**config.mk**
```make
export PLATFORM = sky130hd
export DESIGN_NAME = tde_decode
export DESIGN_NICKNAME = d
export VERILOG_FILES = /design/src/rtl/core/tde_pkg.sv /design/src/rtl/core/tde_decode.sv
export SDC_FILE = /design/constraint.sdc
export NUM_CORES = 1
export LEC_CHECK = 0
export BUFFER_PORTS_ARGS = -buffer_cell sky130_fd_sc_hd__buf_2
export CELL_PAD_IN_SITES_DETAIL_PLACEMENT = 2
export CELL_PAD_IN_SITES_GLOBAL_PLACEMENT = 2
export CORE_MARGIN = 3
export CORE_UTILIZATION = 10
export DETAILED_ROUTE_END_ITERATION = 12
export GPL_ROUTABILITY_DRIVEN = 0
export PLACE_DENSITY = 0.95
export SLEW_MARGIN = 20
export SYNTH_ARGS = -nofsm -noshare
export SYNTH_HDL_FRONTEND = slang
export SYNTH_SLANG_ARGS = --single-unit
```
**constraint.sdc**
```tcl
create_clock -name vclk -period 2.7
set_clock_uncertainty 0.05 [all_clocks]
set_input_delay 0.27 -clock vclk [all_inputs]
set_output_delay 0.27 -clock vclk [all_outputs]
set_load 0.005 [all_outputs]
```
**src/rtl/core/tde_pkg.sv**
```systemverilog
// Shared constants, codes and types of the trie dictionary engine.
`default_nettype none
package tde_pkg;

  localparam int NODE_POOL_DEF   = 4096;
  localparam int WORD_LENGTH_DEF = 10;
  localparam int ALPHABET_DEF    = 26;

  localparam int LETTER_W = 5;
  localparam int LEN_W    = 4;
  localparam int COUNT_W  = 24;
  localparam int VALUE_W  = 32;

  localparam logic [COUNT_W-1:0] COUNT_MAX = '1;

  typedef enum logic [2:0] {
    ACT_INSERT = 3'd0,
    ACT_QUERY  = 3'd1,
    ACT_COUNT  = 3'd2,
    ACT_VALUE  = 3'd3,
    ACT_DELETE = 3'd4,
    ACT_UNIQUE = 3'd5,
    ACT_CLEAR  = 3'd6
  } action_t;

  typedef enum logic [2:0] {
    ST_OK         = 3'd0,
    ST_NOT_FOUND  = 3'd1,
    ST_POOL_FULL  = 3'd2,
    ST_BAD_LETTER = 3'd3,
    ST_COUNT_FULL = 3'd4
  } status_t;

  typedef struct packed {
    logic [LEN_W-1:0] len;
    logic             bad;
  } word_info_t;

endpackage
`default_nettype wire

```
**src/rtl/core/tde_decode.sv**
```systemverilog
// Word decode: clamps the word length and flags letter codes outside the alphabet.
`default_nettype none
module tde_decode
  import tde_pkg::*;
#(
  parameter int WORD_LENGTH = WORD_LENGTH_DEF,
  parameter int ALPHABET    = ALPHABET_DEF
) (
  input  wire logic [LETTER_W*WORD_LENGTH-1:0] letters,
  input  wire logic [LEN_W-1:0]                word_length,
  output word_info_t                           info
);

  logic [LEN_W-1:0] len;

  always_comb begin
    len = (word_length > LEN_W'(WORD_LENGTH)) ? LEN_W'(WORD_LENGTH) : word_length;
    info.len = len;
    info.bad = 1'b0;
    for (int j = 0; j < WORD_LENGTH; j++) begin
      if ((LEN_W'(j) < len) &&
          ({1'b0, letters[LETTER_W*j +: LETTER_W]} >= (LETTER_W+1)'(ALPHABET))) begin
        info.bad = 1'b1;
      end
    end
  end

endmodule
`default_nettype wire

```
==> run summary <==
The flow ran to the end, and the final reports show no timing, DRC or antenna violations. The total placed instance area is 497 um2, and the net count after synthesis is 83. The first routing iteration left 7 violations.

The run gives 0 as the max-slew violation count. The final-report hold violation count was 0; the total routing resource utilization after global routing was 10.1%. The number of placed I/O pins is 59, and the pin slew with the least headroom to its limit is 0.293 ns. The tools report the endpoint class of the critical path as an output port. The die covers 2820 um2. In the finished design the tool counted flip-flops and latches totalling 0. The count of endpoints failing setup in the final report was 0; the number of nets in the final layout was 133. The cell at the slowest stage of the critical path is sky130_fd_sc_hd__a2111oi_2.

The run gives 0 as the number of clock-tree buffers in the layout. The largest total area in the synthesized netlist belongs to sky130_fd_sc_hd__o211ai_1. The worst path uses 61.8% of the clock period. The run gives 4 as the number of detailed-route iterations in the first pass. After floorplanning, the core was sized to cover 2020 um2.

A synthesized cell averages 7.64 um2. The chip height is 53.1 um, and the worst-path maximum fanout is 3. The fraction of layout cells with a size suffix above 1 was 70.1%. The critical path in this run is classified as input port to output port. Detailed-placement wirelength estimate: 1350 um. The category of cells accounting for the largest share of critical-path delay was compound AO/OA/AOI/OAI gates. The tools report the total via count after detailed routing as 461. STA puts the critical path data required time at 2.38 ns. Cell occurring most often along the worst timing path: sky130_fd_sc_hd__buf_2. Number of different library cells in the post-synthesis netlist: 18. The stage delay of the slowest cell on the critical path is 0.34 ns, and the fraction of synthesized cell area taken by the top area cell type is 27.1%. For this design, the CTS-stage hold fixing added 0 buffers.

The run gives 541 as the number of global-route vias before repair. Walking the worst path, the cells encountered are buf_2 > o211ai_1 > nand2_1 > a2111oi_2 > o22ai_1 > buf_2. The count of nets left with antenna violations once routing finished came out at 0. The area growth from synthesis to final layout came out at 124%. Once the clock tree was built, the setup fixing pass inserted 0 buffers. The die width was 53.1 um; the placement row count was 16. Post-detailed-route via-to-cell ratio: 4.43. Setup repair after global routing left no endpoint under its margin. Final wirelength: 1390 um.

The logs give 258 for the fill cell instance count of the final layout and 80.4% for the relative slew slack. The logs give 0 for the count of antenna diodes in the layout and 0 ns for the total negative setup slack. The number of logic stages on the critical path including buffering is 6, and the initial antenna violation count is 0. Summing all multi-input logic gate instances after layout gives 210 um2. The minimum clock period after layout is 1.67 ns, and the largest net degree at the start of global routing is 7.

The peak supply drop is 0.0375 mV. The mapped netlist covers 221 um2. For the cell count after synthesis, the log shows 29.

Path class of the lowest-slack min-delay path: input port to output port. Buffering stage count on the worst path with inverters included: 2. Hold timing on the final database bottoms out at a slack of 0.756 ns. The post-cts gate resize count is 0.

For this run, the top clock speed supported by timing is 0.599 GHz. In this run the power density over the cells is 142 nW/um2. By area the synthesized netlist is led by sky130_fd_sc_hd__o211ai_1, sky130_fd_sc_hd__o211ai_4, sky130_fd_sc_hd__a2111oi_2, sky130_fd_sc_hd__o21a_4, sky130_fd_sc_hd__nand4_1. For this run, the register share of the synthesized area comes to 0%. Registers take 0 um2. DRC violation count after routing: 0. Total grt overflow: 0. Port buffering added 49 buffers. After detailed routing, the average wire length per cell comes to 13.4 um. The tools report the number of maximum-capacitance constraint violations as 0.

Synthesis warning total: 0. The worst setup path is launched from an input port. The initial utilization of the core area, before any placement, comes to 11.0%. First-pass GRT wire length: 2180 um. Along the worst hold path, the cell count comes to 2. For this design the static power due to leakage is 0.262 nW. The arrival time of data at the critical path endpoint was 1.35 ns; the design area was 497 um2.
## cells in the mapped netlist
library cell and count:
sky130_fd_sc_hd__a2111oi_2 1, sky130_fd_sc_hd__a21o_2 1, sky130_fd_sc_hd__a21oi_1 2, sky130_fd_sc_hd__clkbuf_1 1, sky130_fd_sc_hd__inv_1 2, sky130_fd_sc_hd__nand2_1 1, sky130_fd_sc_hd__nand2b_1 1, sky130_fd_sc_hd__nand4_1 2
sky130_fd_sc_hd__nor2_1 1, sky130_fd_sc_hd__nor3_1 2, sky130_fd_sc_hd__o2111a_1 1, sky130_fd_sc_hd__o2111ai_1 1, sky130_fd_sc_hd__o211ai_1 8, sky130_fd_sc_hd__o211ai_4 1, sky130_fd_sc_hd__o21a_4 1, sky130_fd_sc_hd__o21ai_0 1
sky130_fd_sc_hd__o22ai_1 1, sky130_fd_sc_hd__o31ai_2 1
## cell usage in the layout (no fill, tap or decap)
cell type                   synthesis  final
sky130_fd_sc_hd__o211ai_1           8      8
sky130_fd_sc_hd__o211ai_4           1      1
sky130_fd_sc_hd__o21a_4             1      1
sky130_fd_sc_hd__buf_2              0     49
sky130_fd_sc_hd__o31ai_2            1      1
sky130_fd_sc_hd__o2111a_1           1      1
sky130_fd_sc_hd__nand2b_1           1      1
sky130_fd_sc_hd__a21o_2             1      1
sky130_fd_sc_hd__nor2_1             1      1
sky130_fd_sc_hd__o22ai_1            1      1
sky130_fd_sc_hd__nand2_1            1      1
sky130_fd_sc_hd__a2111oi_2          1      1
sky130_fd_sc_hd__o21ai_0            1      1
sky130_fd_sc_hd__a21oi_1            2      2
sky130_fd_sc_hd__nor3_1             2      2
sky130_fd_sc_hd__nand4_1            2      2
sky130_fd_sc_hd__inv_1              2      2
sky130_fd_sc_hd__o2111ai_1          1      1
## metal layers
metal  wire length (um)  GRT usage, %  up-vias  share of wire, %
met4                  0             0        0                 0
li1                   -             -      224                 -
met1                478          10.7      208                34
met5                  0             0        -                 0
met3                157         0.845        0                11
met2                758          21.9       29                54
## stage by stage
stage | cells | util (%) | setup WS [ns] | power (mW)
2_1_floorplan | 29 | - | 1.33 | 0.0256
3_3_place_gp | 104 | 24.6 | 1.01 | 0.0678
3_5_place_dp | 104 | 24.6 | 1.02 | 0.0716
4_1_cts | 104 | 24.6 | 1.01 | 0.0719
5_1_grt | 104 | 24.6 | 0.870 | 0.0792
6_report | 104 | 24.6 | 1.03 | 0.0704
## cells by family after synthesis
family	Yosys count	synth area share (%)
AND/OR/NAND/NOR	7	16.4
AO/OA/AOI/OAI	19	78.5
buffers and inverters	3	5.08
## path summary, 6_finish.rpt
check | start | to | slack, ns
max | letters[1] | info[0] | 1.03
min | word_length[3] | info[4] | 0.76
## cell type report
cell class | instances | share of cell area, %
Inverter | 2 | 1.51
Tap cell | 27 | 6.80
Timing Repair Buffer | 49 | 49.4
Multi-Input combinational cell | 26 | 42.3
## report_power, final
| part | internal (mW) | leakage, nW | switching (mW) |
|---|---|---|---|
| logic | 0.0397 | 0.262 | 0.0307 |
| clock network | 0 | 0 | 0 |
| registers | 0 | 0 | 0 |
| total | 0.0397 | 0.262 | 0.0307 |
No activity file was read; power rests on OpenSTA's default activity.
