## src/rtl/core/tde_ram.sv

```systemverilog
// Generic single-port-write, single-port-read memory with a registered read.
`default_nettype none
module tde_ram #(
  parameter int WIDTH = 8,
  parameter int DEPTH = 16
) (
  input  wire logic                     clk,
  input  wire logic                     we,
  input  wire logic [$clog2(DEPTH)-1:0] waddr,
  input  wire logic [WIDTH-1:0]         wdata,
  input  wire logic [$clog2(DEPTH)-1:0] raddr,
  output logic      [WIDTH-1:0]         rdata
);

  logic [WIDTH-1:0] mem [DEPTH];

  always_ff @(posedge clk) begin
    if (we) begin
      mem[waddr] <= wdata;
    end
    rdata <= mem[raddr];
  end

endmodule
`default_nettype wire

```

## config.mk

```make
export PLATFORM = sky130hd
export DESIGN_NAME = tde_ram
export DESIGN_NICKNAME = d
export VERILOG_FILES = /design/src/rtl/core/tde_ram.sv
export SDC_FILE = /design/constraint.sdc
export NUM_CORES = 1
export LEC_CHECK = 0
export ABC_AREA = 1
export BUFFER_PORTS_ARGS = -buffer_cell sky130_fd_sc_hd__buf_4
export CAP_MARGIN = 25
export CORE_MARGIN = 1
export CORE_UTILIZATION = 57
export DETAILED_ROUTE_END_ITERATION = 10
export HOLD_SLACK_MARGIN = 0.05
export PLACE_DENSITY_LB_ADDON = 0.05
export SLEW_MARGIN = 10
export SYNTH_ARGS = -nofsm -noshare
export SYNTH_HDL_FRONTEND = slang
export SYNTH_SLANG_ARGS = --single-unit
```

## constraint.sdc

```tcl
create_clock -name clk -period 1.6 [get_ports clk]
set_input_delay 0.24 -clock clk [delete_from_list [all_inputs] [get_ports clk]]
set_output_delay 0.24 -clock clk [all_outputs]
set_load 0.1 [all_outputs]
```

==> impl_metrics.toml, run 1 <==
[status]
outcome = "completed"

[sta]
finalHoldViolCount = 0
slew_headroom_pct = 79.36
fin_ws_ns = 0.1458
setup_viol = 0
rsz0062_at_grt = "false"
worstMarginPinSlew_ns = 0.3097
slew_viol_final = 0
fin_crit_ns = 1.454
skew_ns = 0.007048
fin_setup_tns_ns = 0
max_clock_freq_ghz = 0.6876
period_share_pct = 90.89

[worst_hold_path]
worstHoldStart = "wdata[5]"
holdPathEnd = "mem[3][5]"
holdPathStages = 1
hold_class = "input port to register"

[grt]
grt_overflow_total = 0
grt_first_pass_wirelength_mm = 19.40
first_global_vias = 3646
antenna_found_initial = 0
grt_max_degree = 36
groute.layer.met2.usage_pct = 42.15
top_usage_layer = "met2"
grtUsageMet3_pct = 6.237
met1_usage_pct = 35.00
grt_usage_pct = 26.54

[final_layout]
final_cell_mix = "nand2_1 (173), edfxtp_1 (128), inv_1 (100)"
final_common_cell = "nand2_1"
syn2layout_area_growth_pct = 17.36
drive_above_1_share_pct = 12.95
seq_area_um2 = 4004
multi_input_area_um2 = 1214
insertedDiodeCount = 0
fillers = 744
layout.nets = 615

[place]
preCtsSetupSlack_ns = 0.1906
port_buffers = 25
gp_congestion = 0.8459
hpwl_mm = 8.030

[cts]
clk_pin_slew_ns = 0.06
tritoncts = "built"
htreeDepth = 4
root_buffer = "clkbuf_8"
cts-buffers-inserted = 17
clockBufferDepth = 2
cts_sinks = 136
clk_latency_ns = 0.53

[floorplanning]
boundaryPins = 26
start_util_pct = 59.00
dieHeight_um = 102.6
die_x_um = 102.6
core_um2 = 9774
rows = 36
die_area_um2 = 10520

[route]
totalWireLength_mm = 12.61
dr.first_iter.drc_count = 224
detail-route-antenna-nets = 0
routed_via_density = 5.183
wire_per_inst_um = 16.98
firstDrtPassIters = 5
route.detailed.drc = 0
vias = 3851

[worst_setup_path]
r2r_cells = 6
path_buf_inv = 1
r2r_end = "rdata[1]"
cp.required_ns = 1.36
critPathArrivalTime_ns = 1.21
crit_type = "register to output pin"
rrSetupSlack_ns = 0.58
path_cells = "buf_4"
cp-end-kind = "output pin"
worst_path_largest_cell_delay_ns = 0.38
path_max_fanout = 1
rr_startpoint = "mem[6][1]"
crit_family = "flip-flops"
cp-start-kind = "register"
crit_path_top_delay_cell = "dfxtp_1"

[synthesis]
syn_avg_cell_area_um2 = 10.47
synth_cells = 551
synth-seq-area-share_pct = 69.43
ys_warn_count = 0
synthDistinctLibCells = 12
ys_ff_latch = 136
synth_area_um2 = 5767
syn_nets = 569

[run]
max_cap_violations = 0

[power]
powerDensity_nw_per_um2 = 1245
p_leak_nw = 2.966
ir_drop_uv = 723.7
==> registers in the layout (all words and copies together), names as in the netlist <==
| register | count |
|---|---|
| mem | 128 |
| rdata | 8 |
==> timing repair <==
item / CTS / global route
setup endpoints to repair: 0 / 0
hold buffers: 2 / 0
hold endpoints to repair: 20 / 0
gates resized for setup: 0 / 0
setup buffers: 0 / 0
==> stage by stage <==
stage / power, W / instances / hold WS [ns] / cell area (um^2) / util (%)
global placement: 0.004756 / 709 / 0.5580 / 6172 / 63.15
CTS: 0.008470 / 743 / 0.05814 / 6768 / 69.24
floorplan: 0.004526 / 551 / 0.3389 / 5767 / -
detailed placement: 0.004767 / 709 / 0.5675 / 6172 / 63.15
finish: 0.008425 / 743 / 0.05886 / 6768 / 69.24
global route: 0.008672 / 743 / 0.05158 / 6768 / 69.24
==> cell type report <==
class                   instances  share of cell area (%)
multi-input cells             289                   17.93
clock buffers                  24                   7.099
flip-flops and latches        136                   59.16
repair buffers                 51                   6.286
well taps                     133                   2.459
clock inverters                 8                   1.405
inverters                     102                   5.657
==> Yosys cell counts (all sizes together) <==
library cell | count | area share, %
edfxtp | 128 | 67
buf | 24 | 2.9
nand3 | 97 | 8.4
nand2 | 173 | 11
nand3b | 2 | 0.26
inv | 102 | 6.6
dfxtp | 8 | 2.8
nor2 | 17 | 1.1
==> how the worst max path moves through the flow <==
stage                  start          to  slack [ns]  cells after the start
floorplan           waddr[2]  mem[10][0]        0.41                      2
global placement    raddr[0]    rdata[0]        0.21                      8
detailed placement  raddr[0]    rdata[3]        0.19                      9
CTS                 rdata[1]    rdata[1]        0.13                      1
global route        rdata[1]    rdata[1]        0.12                      1
finish              rdata[1]    rdata[1]        0.15                      1
==> routing by layer <==
metal | up-vias | wire length (um) | share of wire [%]
met1 | 1810 | 5431 | 43
met3 | 22 | 827 | 6.6
met2 | 149 | 6029 | 48
met5 | - | 0 | 0
met4 | 0 | 325 | 2.6
li1 | 1870 | - | -
==> power breakdown <==
group / total, W / switching (W) / internal [W] / leakage, nW
sequential: 0.00401 / 0.0000263 / 0.00398 / 1.22
clock: 0.00373 / 0.00136 / 0.00237 / 0.282
combinational: 0.000688 / 0.000505 / 0.000183 / 1.46
==> kinds of logic (layout without fill, tap and decap cells) <==
logic type | count (synthesis) | after routing | synth area share, %
flops | 136 | 136 | 69.43
buf+inv | 126 | 185 | 9.525
simple gates | 289 | 289 | 21.05
(Power assumes the default switching activity.)
==> run 2: changes to the inputs <==
Settings changed: CORE_UTILIZATION 57 to 40, MAX_ROUTING_LAYER set to met4.
==> run 2 against run 1 <==
Net effect:
- first-iteration DRC count increased by 89%
- global-route usage decreased by 5.6 points
- flip-flop and latch count unchanged
- critical path type unchanged
- largest power group unchanged
==> impl_metrics.toml, run 2 (synthesis gave the netlist of run 1 again) <==
[final_layout]
top_regs = "mem x128, rdata x8"
layout.nets = 612
insertedDiodeCount = 0
syn2layout_area_growth_pct = 18.05
top_register = "mem"
final_design_area_no_fill_um2 = 6808
utilization_pct = 48.67
largest_reg_flops = 128
final_common_cell = "nand2_1"
final_cell_mix = "nand2_1 (173), edfxtp_1 (128), inv_1 (100)"
drive_above_1_share_pct = 13.01

[worst_setup_path]
path_buf_inv = 1
r2r_end = "rdata[6]"
cp.required_ns = 1.36
worst_path_largest_cell_delay_ns = 0.36
path_max_fanout = 1
crit_type = "register to output pin"
rrSetupSlack_ns = 0.53
r2r_cells = 6
path_cells = "buf_4"
crit_family = "flip-flops"
crit_path_top_delay_cell = "dfxtp_1"
cp-start-kind = "register"
rr_startpoint = "mem[11][6]"
cp-end-kind = "output pin"
critPathArrivalTime_ns = 1.08

[sta]
worstMarginPinSlew_ns = 0.5963
fin_setup_tns_ns = 0
setup_viol = 0
finalHoldViolCount = 0
skew_ns = 0.006155
rsz0062_at_grt = "false"
slew_viol_final = 0
fin_crit_ns = 1.318
max_clock_freq_ghz = 0.7585
slew_headroom_pct = 60.20
period_share_pct = 82.40

[power]
pwr-share-comb_pct = 8.1
p_leak_nw = 2.961
p_sw_w = 0.001925
p_int_w = 0.006597
switching_share_pct = 22.59
powerDensity_nw_per_um2 = 1252
p_clk_share_pct = 44.8
power_frac_seq_pct = 47.1
ir_drop_uv = 680.6

[floorplanning]
dieHeight_um = 122.1
die_x_um = 122.1
die_area_um2 = 14900
rows = 43
boundaryPins = 26
start_util_pct = 41.23
core_um2 = 13990

[status]
outcome = "completed"

[grt]
grt_first_pass_wirelength_mm = 21.14
grt_usage_pct = 20.96
grt_overflow_total = 0
first_global_vias = 3520
grt_max_degree = 65
antenna_found_initial = 0

[cts]
clockBufferDepth = 2
cts_resized = 0
clk_pin_slew_ns = 0.05
root_buffer = "clkbuf_16"
tritoncts = "built"
cts_hold_buf = 0
cts-buffers-inserted = 17
clk_latency_ns = 0.42
htreeDepth = 4
cts_setup_buffers = 0
cts_sinks = 136

[route]
totalWireLength_mm = 13.70
firstDrtPassIters = 5
detail-route-antenna-nets = 0
route.detailed.drc = 0
dr.first_iter.drc_count = 424
wire_per_inst_um = 17.41
routed_via_density = 4.792
vias = 3771

[run]
max_cap_violations = 0

[worst_hold_path]
worstHoldStart = "raddr[3]"
holdPathEnd = "rdata[1]"
holdPathStages = 3
hold_class = "input port to register"

[place]
hpwl_mm = 8.339
dpl-instance-area_um2 = 6223
gp_congestion = 0.7671
port_buffers = 25
[run 2: changes by cell type in the layout (fill, tap and decap cells not counted), sizes merged]
cell,change
buf,-1
clkbuf,-1
clkinv,+1
dlygate4sd3,-2
[run 2: final cells by class]
cell class | instances | area, um^2
clock buffers | 23 | 488.0
well taps | 180 | 225.2
clock inverters | 9 | 96.34
fillers | 1320 | 7181
multi-input cells | 289 | 1214
inverters | 102 | 382.9
repair buffers | 48 | 397.9
flip-flops and latches | 136 | 4004
[run 2: power groups by stage]
stage / clock network (W) / registers (W) / logic [W]
5_1_grt: 0.00402 / 0.00402 / 0.000754
6_report: 0.00382 / 0.00401 / 0.000694
2_1_floorplan: 0 / 0.00425 / 0.000281
3_3_place_gp: 0 / 0.00408 / 0.000697
3_5_place_dp: 0 / 0.00409 / 0.000700
4_1_cts: 0.00388 / 0.00401 / 0.000701
[run 2: tightest hold or removal path: stages]
cell     delay (ns)
buf_4          0.16
nand3_1        0.09
nand2_1        0.05
[run 2: worst max-delay path by stage]
stage,start,end,slack [ns],depth (start not counted)
CTS,rdata[1],rdata[1],0.24,1
global placement,raddr[2],rdata[6],0.18,5
floorplan,waddr[2],mem[10][0],0.41,2
global route,rdata[1],rdata[1],0.24,1
finish,rdata[1],rdata[1],0.28,1
detailed placement,raddr[0],rdata[5],0.19,9
[run 2: stage by stage]
stage | hold WS, ns | std cells | total power [W] | worst slack, ns
after floorplan | 0.3389 | 551 | 0.004526 | 0.4092
after global placement | 0.5731 | 755 | 0.004782 | 0.1765
after detailed placement | 0.5732 | 755 | 0.004786 | 0.1884
after CTS | 0.1294 | 787 | 0.008590 | 0.2384
after global routing | 0.1676 | 787 | 0.008795 | 0.2436
final | 0.1580 | 787 | 0.008522 | 0.2816
[run 2: routing by layer]
layer	vias to the layer above	part of all wire [%]	GRT usage, %
met4	0	1.5	7.317
li1	1858	-	-
met3	18	4.4	4.401
met2	98	45	29.91
met1	1797	49	29.54
met5	-	0	-
==> run 3: changes to the inputs <==
Clock period 1.6 ns to 1.3 ns, I/O delays scaled along.
==> run 3 against run 2 <==
Net effect:
- sequential power increased by 23%
- first-iteration DRC count decreased by 22%
- clock-buffer cell count decreased by 5
- register-to-register slack got worse by 0.25 ns
- via count decreased by 1.5%
- clock skew decreased by 0.0016 ns
- routed wire length increased by 1.2%
- sequential share of layout area decreased by 1.3 points
- worst setup slack got worse by 0.24 ns
- critical endpoint is now rdata[2]
- largest cell class unchanged
- largest power group unchanged
==> impl_metrics.toml, run 3 (synthesis gave the netlist of run 1 again) <==
[route]
firstDrtPassIters = 4
vias = 3715
route.detailed.drc = 0
wire_per_inst_um = 17.44
detail-route-antenna-nets = 0
routed_via_density = 4.673
dr.first_iter.drc_count = 330
totalWireLength_mm = 13.86

[floorplanning]
die_x_um = 122.1
core_um2 = 13990
rows = 43
boundaryPins = 26
dieHeight_um = 122.1
die_area_um2 = 14900
start_util_pct = 41.23

[sta]
rsz0062_at_grt = "false"
worstMarginPinSlew_ns = 0.3147
skew_ns = 0.004508
slew_viol_final = 0
max_clock_freq_ghz = 0.7952
setup_viol = 0
period_share_pct = 96.73
finalHoldViolCount = 0
slew_headroom_pct = 79.00
hold_ws_ns = 0.1194
fin_crit_ns = 1.258

[worst_setup_path]
worst_path_largest_cell_delay_ns = 0.35
cp-end-kind = "output pin"
r2r_cells = 6
crit_type = "register to output pin"
crit_family = "flip-flops"
cp-start-kind = "register"
r2r_end = "rdata[6]"
critPathArrivalTime_ns = 1.06
path_cells = "buf_4"
cp.required_ns = 1.11
path_buf_inv = 1
rr_startpoint = "mem[5][6]"
crit_path_top_delay_cell = "dfxtp_1"
rrSetupSlack_ns = 0.28
path_max_fanout = 1

[cts]
cts_sinks = 136
htreeDepth = 4
cts_setup_buffers = 0
tritoncts = "built"
clk_pin_slew_ns = 0.06
clockBufferDepth = 2
cts-buffers-inserted = 17
clk_latency_ns = 0.41
cts_resized = 2
cts_hold_buf = 0
root_buffer = "clkbuf_16"

[place]
port_buffers = 25
hpwl_mm = 8.863
gp_congestion = 0.8018
dpl-instance-area_um2 = 6371
dp.cells = 763

[final_layout]
top_register = "mem"
top_regs = "mem x128, rdata x8"
fin_cells = 795
final_design_area_no_fill_um2 = 6965
syn2layout_area_growth_pct = 20.79
drive_above_1_share_pct = 14.15
layout.nets = 620
fillers = 1316
insertedDiodeCount = 0
final_cell_mix = "nand2_1 (173), edfxtp_1 (128), inv_1 (100)"
largest_reg_flops = 128
final_common_cell = "nand2_1"

[worst_hold_path]
worstHoldStart = "raddr[3]"
holdPathEnd = "rdata[0]"
holdPathStages = 3
hold_class = "input port to register"

[grt]
met1_usage_pct = 30.08
grt_overflow_total = 0
top_usage_layer = "met2"
antenna_found_initial = 0
grt_first_pass_wirelength_mm = 21.66
groute.layer.met2.usage_pct = 30.86
grt_max_degree = 33
first_global_vias = 3637
grtUsageMet3_pct = 5.431
grt_usage_pct = 21.50

[status]
outcome = "completed"

[run]
max_cap_violations = 0

[power]
ir_drop_uv = 779.1
p_leak_nw = 3.024
powerDensity_nw_per_um2 = 1518
power_w = 0.01058
==> run 3: changes by cell type in the layout (fill, tap and decap cells not counted), sizes merged <==
cell,previous run,this run
clkinvlp,1,3
clkbuf,23,18
bufinv,2,3
buf,48,56
clkinv,6,8
==> run 3: layout make-up <==
| class | instances | area (um^2) | area share, % |
|---|---|---|---|
| flip-flops and latches | 136 | 4004 | 57.48 |
| multi-input cells | 289 | 1214 | 17.42 |
| repair buffers | 56 | 553.0 | 7.940 |
| clock buffers | 18 | 429.2 | 6.161 |
| inverters | 102 | 382.9 | 5.497 |
| well taps | 180 | 225.2 | 3.233 |
| clock inverters | 14 | 157.7 | 2.263 |
==> run 3: per-layer routing <==
layer	part of all wire, %	wire, um
met3	3.2	444
met4	0.99	137
met2	45	6238
met1	51	7041
met5	0	0
==> run 3: worst register-to-register path, cell delays in order, from the launching register on <==
cell      delay, ns
edfxtp_1       0.36
inv_1          0.06
nand2_1        0.04
nand3_1        0.07
nand3_1        0.14
nand3_1        0.18
nand2_1        0.06
==> run 3: how the worst max path moves through the flow <==
stage | start | endpoint | slack (ns) | cells past startpoint
2_1_floorplan | waddr[2] | mem[10][0] | 0.15 | 2
3_3_place_gp | raddr[0] | rdata[6] | -0.08 | 9
3_5_place_dp | raddr[0] | rdata[6] | -0.07 | 9
4_1_cts | rdata[7] | rdata[7] | 0.03 | 1
5_1_grt | rdata[7] | rdata[7] | 0.02 | 1
6_report | rdata[2] | rdata[2] | 0.04 | 1
==> run 3: metrics by stage <==
stage / util [%] / TNS, ns / setup slack, ns
detailed placement: 45.55 / -0.07727 / -0.07184
global route: 49.79 / 0 / 0.01716
CTS: 49.79 / 0 / 0.02594
floorplan: - / 0 / 0.1542
finish: 49.79 / 0 / 0.04246
global placement: 45.55 / -0.08648 / -0.08036
==> run 3: power by group <==
part	switching, W	internal, W
combinational	0.000645	0.000267
sequential	0.0000361	0.00490
clock	0.00174	0.00299
